**config.mk**
```make
export PLATFORM = sky130hd
export DESIGN_NAME = gzip_header_parser_top
export DESIGN_NICKNAME = d
export VERILOG_FILES = /design/src/rtl/core/gzhp_pkg.sv /design/src/rtl/core/gzhp_crc32.sv /design/src/rtl/core/gzhp_parser.sv /design/src/rtl/core/gzip_header_parser_top.sv
export SDC_FILE = /design/constraint.sdc
export NUM_CORES = 1
export LEC_CHECK = 0
export ABC_CLOCK_PERIOD_IN_PS = 5600
export BUFFER_PORTS_ARGS = -buffer_cell sky130_fd_sc_hd__buf_2
export CORE_ASPECT_RATIO = 1.75
export CORE_MARGIN = 10
export CORE_UTILIZATION = 40
export DETAILED_ROUTE_END_ITERATION = 8
export GPL_TIMING_DRIVEN = 0
export HOLD_SLACK_MARGIN = 0.12
export SLEW_MARGIN = 0
export SYNTH_ARGS = -nofsm -noshare
export SYNTH_HDL_FRONTEND = slang
export SYNTH_SLANG_ARGS = --single-unit
export TNS_END_PERCENT = 30
```
**constraint.sdc**
```tcl
create_clock -name aclk -period 5.6 [get_ports aclk]
set_input_delay 0.56 -clock aclk [delete_from_list [all_inputs] [get_ports aclk]]
set_output_delay 0.56 -clock aclk [all_outputs]
set_load 0.01 [all_outputs]
```
**src/rtl/core/gzhp_pkg.sv**
```systemverilog
// gzip header parser: shared types and constants
`default_nettype none

package gzhp_pkg;

    // fixed part of the member header
    localparam int unsigned FIXED_LEN = 10;

    localparam logic [7:0] MAGIC_ID1          = 8'h1F;
    localparam logic [7:0] MAGIC_ID2          = 8'h8B;
    localparam logic [7:0] METHOD_DEFLATE     = 8'h08;
    localparam logic [7:0] FLAG_RESERVED_MASK = 8'hE0;

    // flag bit positions
    localparam int unsigned FLG_FHCRC    = 1;
    localparam int unsigned FLG_FEXTRA   = 2;
    localparam int unsigned FLG_FNAME    = 3;
    localparam int unsigned FLG_FCOMMENT = 4;

    // saturation point of the text length counter
    localparam logic [16:0] TEXT_MAX = 17'h1FFFF;

    // reflected CRC-32 polynomial
    localparam logic [31:0] CRC_POLY = 32'hEDB88320;

    // register file
    localparam logic [15:0] MAX_FIELD_RESET   = 16'd1024;
    localparam logic        REG_MAX_FIELD_LEN = 1'b0;

    typedef enum logic [2:0] {
        PH_FIXED   = 3'd0,
        PH_XLEN    = 3'd1,
        PH_EXTRA   = 3'd2,
        PH_NAME    = 3'd3,
        PH_COMMENT = 3'd4,
        PH_HCRC    = 3'd5,
        PH_DONE    = 3'd6
    } phase_t;

    typedef enum logic [1:0] {
        ST_OK       = 2'd0,
        ST_INVALID  = 2'd1,
        ST_CHECKSUM = 2'd2,
        ST_INTERNAL = 2'd3
    } status_t;

    typedef struct packed {
        status_t status;
        logic    header_done;
    } result_t;

endpackage

`default_nettype wire

```
**src/rtl/core/gzhp_crc32.sv**
```systemverilog
// gzip header parser: bytewise CRC-32 update (reflected, pre and post inverted)
`default_nettype none

module gzhp_crc32
    import gzhp_pkg::*;
(
    input  wire logic [31:0] crc_in,
    input  wire logic [7:0]  data,
    output logic      [31:0] crc_out
);

    logic [31:0] c;

    // eight shift and conditional xor steps, one per data bit
    always_comb begin
        c = (~crc_in) ^ {24'd0, data};
        for (int i = 0; i < 8; i++) begin
            c = c[0] ? ((c >> 1) ^ CRC_POLY) : (c >> 1);
        end
        crc_out = ~c;
    end

endmodule

`default_nettype wire

```
**src/rtl/core/gzhp_parser.sv**
```systemverilog
// gzip header parser: header state machine, field counters and running crc
`default_nettype none

module gzhp_parser
    import gzhp_pkg::*;
(
    input  wire logic        aclk,
    input  wire logic        aresetn,
    input  wire logic        step_en,
    input  wire logic [7:0]  hdr_byte,
    input  wire logic        restart,
    input  wire logic [15:0] max_field_length,
    output result_t          result
);

    phase_t      phase_reg, phase_next, phase_cur;
    logic [3:0]  fixed_count_reg, fixed_count_next, fixed_count_cur;
    logic [7:0]  flag_byte_reg, flag_byte_next, flag_byte_cur;
    logic [15:0] extra_length_reg, extra_length_next, extra_length_cur;
    logic [1:0]  extra_length_count_reg, extra_length_count_next, extra_length_count_cur;
    logic [15:0] extra_skipped_reg, extra_skipped_next, extra_skipped_cur;
    logic [16:0] text_length_reg, text_length_next, text_length_cur;
    logic [7:0]  check_low_byte_reg, check_low_byte_next, check_low_byte_cur;
    logic [1:0]  check_count_reg, check_count_next, check_count_cur;
    logic [31:0] running_crc_reg, running_crc_next, running_crc_cur;

    logic [31:0] crc_upd;
    logic [3:0]  fc_inc;
    logic        fixed_bad;
    logic [15:0] xlen_new;
    logic [1:0]  xlc_inc;
    logic [15:0] skip_inc;
    logic [16:0] text_inc;
    logic        text_over;
    logic        hcrc_match;
    phase_t      ph_after_extra, ph_after_name, ph_after_comment;
    status_t     status;

    function automatic phase_t after_extra(input logic [7:0] f);
        phase_t p;
        if (f[FLG_FNAME]) begin
            p = PH_NAME;
        end else if (f[FLG_FCOMMENT]) begin
            p = PH_COMMENT;
        end else if (f[FLG_FHCRC]) begin
            p = PH_HCRC;
        end else begin
            p = PH_DONE;
        end
        return p;
    endfunction

    // restart clears the state seen by this beat
    assign phase_cur              = restart ? PH_FIXED : phase_reg;
    assign fixed_count_cur        = restart ? '0 : fixed_count_reg;
    assign flag_byte_cur          = restart ? '0 : flag_byte_reg;
    assign extra_length_cur       = restart ? '0 : extra_length_reg;
    assign extra_length_count_cur = restart ? '0 : extra_length_count_reg;
    assign extra_skipped_cur      = restart ? '0 : extra_skipped_reg;
    assign text_length_cur        = restart ? '0 : text_length_reg;
    assign check_low_byte_cur     = restart ? '0 : check_low_byte_reg;
    assign check_count_cur        = restart ? '0 : check_count_reg;
    assign running_crc_cur        = restart ? '0 : running_crc_reg;

    gzhp_crc32 u_crc (
        .crc_in  (running_crc_cur),
        .data    (hdr_byte),
        .crc_out (crc_upd)
    );

    // fixed header checks
    assign fc_inc    = fixed_count_cur + 4'd1;
    assign fixed_bad = ((fc_inc == 4'd1) && (hdr_byte != MAGIC_ID1))
                    || ((fc_inc == 4'd2) && (hdr_byte != MAGIC_ID2))
                    || ((fc_inc == 4'd3) && (hdr_byte != METHOD_DEFLATE))
                    || ((fc_inc == 4'd4) && ((hdr_byte & FLAG_RESERVED_MASK) != 8'd0));

    // extra field length, little endian
    assign xlen_new = (extra_length_count_cur == 2'd0)
                    ? (extra_length_cur | {8'd0, hdr_byte})
                    : (extra_length_cur | {hdr_byte, 8'd0});
    assign xlc_inc  = extra_length_count_cur + 2'd1;
    assign skip_inc = extra_skipped_cur + 16'd1;

    // name and comment length, saturating
    assign text_inc  = (text_length_cur < TEXT_MAX) ? (text_length_cur + 17'd1)
                                                    : text_length_cur;
    assign text_over = text_inc > {1'b0, max_field_length};

    // header crc is the low half of the running crc
    assign hcrc_match = {hdr_byte, check_low_byte_cur} == running_crc_cur[15:0];

    assign ph_after_extra   = after_extra(flag_byte_cur);
    assign ph_after_name    = flag_byte_cur[FLG_FCOMMENT] ? PH_COMMENT
                            : (flag_byte_cur[FLG_FHCRC] ? PH_HCRC : PH_DONE);
    assign ph_after_comment = flag_byte_cur[FLG_FHCRC] ? PH_HCRC : PH_DONE;

    // next state
    always_comb begin
        phase_next              = phase_cur;
        fixed_count_next        = fixed_count_cur;
        flag_byte_next          = flag_byte_cur;
        extra_length_next       = extra_length_cur;
        extra_length_count_next = extra_length_count_cur;
        extra_skipped_next      = extra_skipped_cur;
        text_length_next        = text_length_cur;
        check_low_byte_next     = check_low_byte_cur;
        check_count_next        = check_count_cur;
        running_crc_next        = (phase_cur != PH_HCRC) ? crc_upd : running_crc_cur;
        case (phase_cur)
            PH_FIXED: begin
                fixed_count_next = fc_inc;
                if (!fixed_bad) begin
                    if (fc_inc == 4'd4) begin
                        flag_byte_next = hdr_byte;
                    end
                    if (fc_inc >= 4'(FIXED_LEN)) begin
                        phase_next = flag_byte_cur[FLG_FEXTRA] ? PH_XLEN : ph_after_extra;
                    end
                end
            end
            PH_XLEN: begin
                extra_length_next       = xlen_new;
                extra_length_count_next = xlc_inc;
                if (xlc_inc >= 2'd2) begin
                    phase_next = (xlen_new != 16'd0) ? PH_EXTRA : ph_after_extra;
                end
            end
            PH_EXTRA: begin
                extra_skipped_next = skip_inc;
                if (skip_inc >= extra_length_cur) begin
                    phase_next = ph_after_extra;
                end
            end
            PH_NAME: begin
                if (hdr_byte != 8'd0) begin
                    text_length_next = text_inc;
                end else begin
                    text_length_next = '0;
                    phase_next       = ph_after_name;
                end
            end
            PH_COMMENT: begin
                if (hdr_byte != 8'd0) begin
                    text_length_next = text_inc;
                end else begin
                    text_length_next = '0;
                    phase_next       = ph_after_comment;
                end
            end
            PH_HCRC: begin
                if (check_count_cur == 2'd0) begin
                    check_low_byte_next = hdr_byte;
                    check_count_next    = 2'd1;
                end else if (check_count_cur == 2'd1) begin
                    check_count_next = 2'd2;
                    if (hcrc_match) begin
                        phase_next = PH_DONE;
                    end
                end
            end
            default: begin
            end
        endcase
    end

    // beat status
    always_comb begin
        case (phase_cur)
            PH_FIXED: begin
                status = fixed_bad ? ST_INVALID : ST_OK;
            end
            PH_XLEN, PH_EXTRA: begin
                status = ST_OK;
            end
            PH_NAME, PH_COMMENT: begin
                status = ((hdr_byte != 8'd0) && text_over) ? ST_INVALID : ST_OK;
            end
            PH_HCRC: begin
                if (check_count_cur >= 2'd2) begin
                    status = ST_CHECKSUM;
                end else if (check_count_cur == 2'd0) begin
                    status = ST_OK;
                end else begin
                    status = hcrc_match ? ST_OK : ST_CHECKSUM;
                end
            end
            default: begin
                status = ST_INTERNAL;
            end
        endcase
        result.status      = status;
        result.header_done = (status == ST_OK) && (phase_next == PH_DONE);
    end

    // state registers
    always_ff @(posedge aclk) begin
        if (!aresetn) begin
            phase_reg              <= PH_FIXED;
            fixed_count_reg        <= '0;
            flag_byte_reg          <= '0;
            extra_length_reg       <= '0;
            extra_length_count_reg <= '0;
            extra_skipped_reg      <= '0;
            text_length_reg        <= '0;
            check_low_byte_reg     <= '0;
            check_count_reg        <= '0;
            running_crc_reg        <= '0;
        end else if (step_en) begin
            phase_reg              <= phase_next;
            fixed_count_reg        <= fixed_count_next;
            flag_byte_reg          <= flag_byte_next;
            extra_length_reg       <= extra_length_next;
            extra_length_count_reg <= extra_length_count_next;
            extra_skipped_reg      <= extra_skipped_next;
            text_length_reg        <= text_length_next;
            check_low_byte_reg     <= check_low_byte_next;
            check_count_reg        <= check_count_next;
            running_crc_reg        <= running_crc_next;
        end
    end

    // done is sticky until restart
    a_done_sticky: assert property (@(posedge aclk) disable iff (!aresetn)
        (step_en && !restart && (phase_reg == PH_DONE)) |=> (phase_reg == PH_DONE))
        else $error("parser left done phase without restart");

    // a failed header crc keeps failing
    a_hcrc_stuck: assert property (@(posedge aclk) disable iff (!aresetn)
        (step_en && !restart && (phase_reg == PH_HCRC) && (check_count_reg == 2'd2))
        |-> (result.status == ST_CHECKSUM))
        else $error("header crc mismatch not repeated");

    // crc is not advanced by the header crc bytes
    a_crc_hold: assert property (@(posedge aclk) disable iff (!aresetn)
        (step_en && !restart && (phase_reg == PH_HCRC))
        |=> (running_crc_reg == $past(running_crc_reg)))
        else $error("running crc changed in header crc phase");

endmodule

`default_nettype wire

```
**src/rtl/core/gzip_header_parser_top.sv**
```systemverilog
// gzip header parser: top level with input register, result register and APB registers
//
//  channel   | ports                                   | direction | role
//  ----------+-----------------------------------------+-----------+------------------------
//  input     | s_valid s_ready s_hdr_byte s_restart    | in        | one header byte per beat
//  result    | m_valid m_ready m_status m_header_done  | out       | one result per input beat
//  config    | psel penable pwrite paddr pwdata prdata | in/out    | max_field_length at 0x0
//
//  one beat per cycle while results are taken; a byte is registered at input, then at result
//  the parser state and crc-32 byte update sit between the input and result registers
//  aresetn is synchronous: state clears, max_field_length returns to 1024
//  a stalled result holds the result register; the input register then fills and s_ready drops
`default_nettype none

module gzip_header_parser_top
    import gzhp_pkg::*;
(
    input  wire logic        aclk,
    input  wire logic        aresetn,
    // input channel
    input  wire logic        s_valid,
    output logic             s_ready,
    input  wire logic [7:0]  s_hdr_byte,
    input  wire logic        s_restart,
    // result channel
    output logic             m_valid,
    input  wire logic        m_ready,
    output logic [1:0]       m_status,
    output logic             m_header_done,
    // configuration
    input  wire logic        psel,
    input  wire logic        penable,
    input  wire logic        pwrite,
    input  wire logic [2:0]  paddr,
    input  wire logic [31:0] pwdata,
    output logic [31:0]      prdata,
    output logic             pready
);

    logic        in_valid_reg, in_valid_next;
    logic [7:0]  in_byte_reg;
    logic        in_restart_reg;
    logic        out_valid_reg, out_valid_next;
    result_t     out_result_reg;
    result_t     step_result;
    logic        advance;
    logic        s_take;
    logic [15:0] max_field_length_reg, max_field_length_next;
    logic        reg_sel;

    // handshake control
    assign advance = in_valid_reg && (!out_valid_reg || m_ready);
    assign s_ready = !in_valid_reg || advance;
    assign s_take  = s_valid && s_ready;

    always_comb begin
        if (s_take) begin
            in_valid_next = 1'b1;
        end else if (advance) begin
            in_valid_next = 1'b0;
        end else begin
            in_valid_next = in_valid_reg;
        end
        if (advance) begin
            out_valid_next = 1'b1;
        end else if (m_ready) begin
            out_valid_next = 1'b0;
        end else begin
            out_valid_next = out_valid_reg;
        end
    end

    always_ff @(posedge aclk) begin
        if (!aresetn) begin
            in_valid_reg  <= 1'b0;
            out_valid_reg <= 1'b0;
        end else begin
            in_valid_reg  <= in_valid_next;
            out_valid_reg <= out_valid_next;
        end
    end

    // payload registers
    always_ff @(posedge aclk) begin
        if (s_take) begin
            in_byte_reg    <= s_hdr_byte;
            in_restart_reg <= s_restart;
        end
        if (advance) begin
            out_result_reg <= step_result;
        end
    end

    gzhp_parser u_parser (
        .aclk             (aclk),
        .aresetn          (aresetn),
        .step_en          (advance),
        .hdr_byte         (in_byte_reg),
        .restart          (in_restart_reg),
        .max_field_length (max_field_length_reg),
        .result           (step_result)
    );

    assign m_valid       = out_valid_reg;
    assign m_status      = out_result_reg.status;
    assign m_header_done = out_result_reg.header_done;

    // configuration register
    assign reg_sel = paddr[2] == REG_MAX_FIELD_LEN;
    assign pready  = 1'b1;
    assign prdata  = reg_sel ? {16'd0, max_field_length_reg} : 32'd0;

    always_comb begin
        max_field_length_next = max_field_length_reg;
        if (psel && penable && pwrite && reg_sel) begin
            max_field_length_next = pwdata[15:0];
        end
    end

    always_ff @(posedge aclk) begin
        if (!aresetn) begin
            max_field_length_reg <= MAX_FIELD_RESET;
        end else begin
            max_field_length_reg <= max_field_length_next;
        end
    end

    // every byte that enters the parser yields a result next cycle
    a_step_to_result: assert property (@(posedge aclk) disable iff (!aresetn)
        advance |=> out_valid_reg)
        else $error("processed beat produced no result");

    // an empty input register always takes a beat
    a_empty_ready: assert property (@(posedge aclk) disable iff (!aresetn)
        !in_valid_reg |-> s_ready)
        else $error("input register empty but not ready");

    // done is only flagged on a clean beat
    a_done_ok: assert property (@(posedge aclk) disable iff (!aresetn)
        (m_valid && m_header_done) |-> (m_status == ST_OK))
        else $error("header done with error status");

endmodule

`default_nettype wire

```
### Word level (Yosys, flattened, before mapping)

Index checks and enable logic that the tools add are counted.

* reductions and logical operators: 29
* multiplexer cells: 61
* add/sub/neg operators: 4
* $lt $le $gt $ge: 6
* equal/unequal tests: 16
* bitwise operators: 14

Operators by type and width (number)
* $mux W32: 10
* $not A13 Y14: 8
* $mux W16: 6
* $mux W17: 4
* $not A32 Y32: 2
* $mux W8: 7
* $mux W3: 13
* $xor A32 B8 Y32: 1
* $mux W2: 11
* $pmux W3 S6: 1
* $add A17 B1 Y17 const B: 1
* $gt A17 B16 Y1: 1
* $lt A17 B17 Y1 const B: 1
* $add A16 B1 Y16 const B: 1
* $eq A16 B16 Y1: 1
* $ge A16 B16 Y1: 1
* $or A16 B16 Y16: 1
* $or A16 B8 Y16: 1
* $reduce_bool A16 Y1: 1
* $reduce_bool A8 Y1: 2
* $logic_and A1 B1 Y1: 11
* $eq A3 B3 Y1 const B: 3
* $eq A4 B2 Y1 const B: 2
* $mux W4: 2
* other kinds (22): 38

* register bits: 138
* logic and storage cells: 147

### Logic depth before layout (Yosys ltp)

* depth after elaboration: 21
* gate-level depth with buffers: 23

### By module

From an unflattened synthesis, not the netlist that was laid out.

* cells, all modules: 1087
* area total of the unflattened synthesis: 8951.1 µm²

By module, submodules not included
* gzhp_parser: instances 1, cells an instance 882, area an instance 6779.0 µm², seq. area each 2082.0 µm²
* gzip_header_parser_top: instances 1, cells an instance 128, area an instance 1361.3 µm², seq. area each 720.7 µm²
* gzhp_crc32: instances 1, cells an instance 77, area an instance 810.8 µm², seq. area each 0.0 µm²

### Least setup slack after synthesis

No wires, ideal clock.

* path type: register to register
* start: register in_restart_reg
* end: register out_result_reg (netlist bit m_header_done) (data pin)
* arrival time: 4.378 ns
* period minus slack after synthesis: 4.638 ns
* slack: 0.962 ns
* library setup time: 0.261 ns
* buffers on the path: 7
* stages on the path, launching flop included: 24
* cells stage by stage: edfxtp_1 > buf_2 > buf_2 > buf_2 > clkbuf_1 > clkbuf_1 > buf_1 > nor2b_1 > ha_1 > and3_1 > and4_1 > clkbuf_1 > nand3_1 > or3_1 > a21oi_1 > ha_1 > a21o_1 > a21o_1 > a21oi_1 > o21a_1 > o21ai_0 > a221o_1 > o21ai_0 > nor4_1

RTL lines
* start, declared: line gzip_header_parser_top.sv:42 `logic in_restart_reg;`
* start signal, assigned: line gzip_header_parser_top.sv:87 `in_restart_reg <= s_restart;`
* end signal, assigned: line gzip_header_parser_top.sv:90 `out_result_reg <= step_result;`
* end, declared: line gzip_header_parser_top.sv:44 `result_t out_result_reg;`

==> impl_metrics.json <==
{
  "crit_chain": "buf_2 -> buf_2 -> buf_4 -> buf_2 -> nor2b_1 -> ha_1 -> and3_1 -> and4_1 -> clkbuf_1 -> nand3_1 -> or3_1 -> a21oi_1 -> ha_1 -> nand4_1 -> nor2_1 -> o2111ai_1 -> o21ai_2 -> a221o_1 -> o21ai_0 -> nor4_1",
  "multi_input_area_um2": 5510,
  "start_util_pct": 40.7,
  "slew_headroom_pct": 20.3,
  "fin_crit_ns": 5.13,
  "max_freq_ghz": 0.195,
  "ioPinCount": 89,
  "nFillCells": 2214,
  "wl_per_cell_um": 18.6,
  "dr.pass1.iters": 5,
  "synth_edf_count": 12,
  "seq_area_um2": 2800,
  "die_w_um": 132,
  "clk_latency_ns": 0.44,
  "rows": 71,
  "core_um2": 21500,
  "min-delay-start": "s_hdr_byte[0]",
  "p_seq_share_pct": 37.8,
  "via_per_inst": 5.37,
  "worstPathArrival_ns": 5.36,
  "dp_cells": 1450,
  "ys_ff_latch": 134,
  "cap_viol_max_count": 0,
  "path_class": "reg -> reg",
  "ys_warn_count": 0,
  "grt_pass1_wl_mm": 43.8,
  "setup_viol": 0,
  "use_met3_pct": 3.30,
  "antenna_found_initial": 0,
  "cp.required_ns": 5.83,
  "cts_tree": "built",
  "numCtsBuffers": 17,
  "finalHoldViolCount": 0,
  "ys_types": 65,
  "switchingPower_uw": 753,
  "finish.net_count": 1269,
  "rr_endpoint": "m_header_done",
  "whs_endpoint": "in_byte_reg[0]",
  "grt_busiest_layer": "met2",
  "crit_fanout": 28,
  "antenna_cells": 0,
  "clock_skew_ns": 0.00786,
  "syn_inst": 1091,
  "crit_top_cell": "buf_2",
  "areaGrowthSynthToFinish_pct": 15.0,
  "use_met1_pct": 18.0,
  "hold_ws_ns": 0.300,
  "use_met2_pct": 37.2,
  "cp-start-kind": "flop",
  "stdcell_count": 1481,
  "grt_max_degree": 20,
  "switching_share_pct": 27.5,
  "drc": 0,
  "dp_hpwl_mm": 21.6,
  "num_vias": 7949,
  "comb_power_share_pct": 18.2,
  "cp_slowest_cell": "or3_1",
  "end_kind": "flop",
  "peakVddDrop_mv": 0.189,
  "p_leak_uw": 0.00390,
  "synthArstFlopShare_pct": 0,
  "gp_congestion": 0.925,
  "hold_class": "in -> reg",
  "powerDensity_nw_per_um2": 272,
  "drt_iter0_markers": 435,
  "grt_use_total_pct": 19.4,
  "clock_path_buffers": 2,
  "grt_pass1_vias": 8230,
  "ant_nets": 0,
  "synth_area_per_cell_um2": 8.02,
  "slowest_delay_ns": 0.41,
  "port_buffers": 52,
  "holdPathStages": 1,
  "rsz0062_at_grt": "false",
  "clock-root-buffer": "clkbuf_16",
  "status": "finished clean",
  "grt_overflow": 0,
  "drv_slew": 0,
  "fp.dieArea_um2": 28400,
  "largest_reg_flops": 32,
  "fin_util_pct": 46.8,
  "p_int_uw": 1990,
  "numClockSinks": 134,
  "worstSetupStartpoint": "in_restart_reg",
  "yosysSeqAreaShare_pct": 32.0,
  "die_h_um": 216,
  "p_clk_share_pct": 44.0,
  "rr_worst_depth": 20,
  "r2r_slack_ns": 0.47,
  "wl_mm": 27.5,
  "h-tree-depth": 4,
  "cts.clk_slew.worst_paths_ns": 0.06,
  "reg2reg_from": "in_restart_reg",
  "fin_setup_tns_ns": 0,
  "tightest_slew_ns": 1.19,
  "syn-cell-area_um2": 8750,
  "drive_gt1_share_pct": 10.2,
  "ys.flop_type": "dfxtp_1",
  "period_share_pct": 91.7
}
==> cells by family (layout without fill, tap and decap cells) <==
family          Yosys count  after routing  share of synthesized area [%]
simple gates            440            440                           25.2
compound gates          232            232                           17.8
flops                   134            134                           32.0
xor+xnor                122            122                           12.4
buf+inv                 113            196                           5.76
fa+ha+maj                42             42                           6.00
mux                       6              6                          0.686
other cells               2             17                         0.0858
==> layout by cell type, fill, tap and decap left out, types with 4 or more instances in the layout <==
cell | synthesis | layout
a21boi_0 | 21 | 21
a21o_1 | 5 | 5
a21oi_1 | 43 | 43
a22oi_1 | 45 | 45
a31oi_1 | 8 | 8
and2_1 | 14 | 14
and3_1 | 11 | 11
and4_1 | 4 | 4
and4b_1 | 5 | 5
buf_1 | 7 | 6
buf_2 | 13 | 65
buf_4 | 17 | 19
bufinv_16 | 0 | 4
clkbuf_1 | 50 | 51
clkbuf_16 | 0 | 17
clkinv_2 | 0 | 4
conb_1 | 2 | 17
dfxtp_1 | 122 | 122
edfxtp_1 | 12 | 12
ha_1 | 42 | 42
inv_1 | 26 | 26
mux2i_1 | 6 | 6
nand2_1 | 149 | 149
nand2b_1 | 8 | 8
nand3_1 | 18 | 18
nand4_1 | 13 | 13
nor2_1 | 79 | 79
nor2b_1 | 82 | 82
nor3_1 | 19 | 19
nor3b_1 | 5 | 5
nor4_1 | 9 | 9
o211a_1 | 18 | 18
o21ai_0 | 56 | 55
or3_1 | 8 | 8
xnor2_1 | 88 | 88
xor2_1 | 32 | 32
==> critical path, delay by kind of cell, from the launching register on <==
kind,cells,cell delay (ns)
DFF,1,0.38
adders and majority gates,2,0.43
AOI/OAI and AO/OA,5,1.00
buffers and inverters,5,1.25
and+or+nand+nor,8,1.87
==> cell usage after synthesis (7+ instances only) <==
cell type / number / share of area (%)
ha_1: 42 / 6.0
nand3_1: 18 / 1.0
clkbuf_1: 50 / 2.1
inv_1: 26 / 1.1
o211a_1: 18 / 2.1
and3_1: 11 / 0.79
xnor2_1: 88 / 8.8
nand4_1: 13 / 0.93
nand2_1: 149 / 6.4
dfxtp_1: 122 / 28
or3_1: 8 / 0.57
a21oi_1: 43 / 2.5
nor2_1: 79 / 3.4
a22oi_1: 45 / 3.9
nor3_1: 19 / 1.1
edfxtp_1: 12 / 4.1
buf_4: 17 / 1.5
o21ai_0: 56 / 3.2
buf_2: 13 / 0.74
and2_1: 14 / 1.0
xor2_1: 32 / 3.2
a21boi_0: 21 / 1.8
nand2b_1: 8 / 0.57
nor4_1: 9 / 0.64
buf_1: 7 / 0.30
nor2b_1: 82 / 5.9
a31oi_1: 8 / 0.57
==> layer usage <==
layer	wire (um)	share of wire [%]
met5	0	0
met4	1540	5.6
met3	968	3.5
met2	15100	55
met1	9850	36
==> stage by stage <==
step                      cell area [um^2]  total power, uW  setup slack [ns]
final                                10100             2740             0.467
after global placement                9430             1550             -1.27
after global routing                 10100             2830            0.0267
after CTS                            10100             2750            0.0833
after floorplan                       8810             1420             0.962
after detailed placement              9430             1550             -1.33
==> layout make-up <==
type	instances	area share (%)
Buffer	85	4.00
Clock buffer	23	4.75
Clock inverter	9	1.47
Inverter	26	0.969
Multi-Input combinational cell	859	54.7
Sequential cell	134	27.8
Tap cell	292	3.63
Timing Repair Buffer	53	2.66
==> power groups by stage <==
| stage | combinational (uW) | sequential (uW) | clock (uW) |
|---|---|---|---|
| 3_3_place_gp | 491 | 1060 | 0 |
| 6_report | 499 | 1040 | 1210 |
| 5_1_grt | 542 | 1040 | 1250 |
| 4_1_cts | 498 | 1030 | 1220 |
| 3_5_place_dp | 493 | 1060 | 0 |
| 2_1_floorplan | 369 | 1050 | 0 |
==> what timing repair did <==
| action | 4_1_cts | 5_1_grt |
|---|---|---|
| hold buffers | 0 | 0 |
| pin swaps | 0 | 0 |
| setup endpoints to repair | 5 | 2 |
| setup buffers | 1 | 0 |
| resized for setup | 4 | 1 |
==> how the worst max path moves through the flow <==
| stage | endpoint | cells past startpoint |
|---|---|---|
| after floorplan | m_header_done | 23 |
| after global placement | m_header_done | 22 |
| after detailed placement | m_header_done | 22 |
| after CTS | m_header_done | 21 |
| after global routing | m_header_done | 20 |
| final | m_header_done | 20 |
Power figures use the tool's default switching activity.
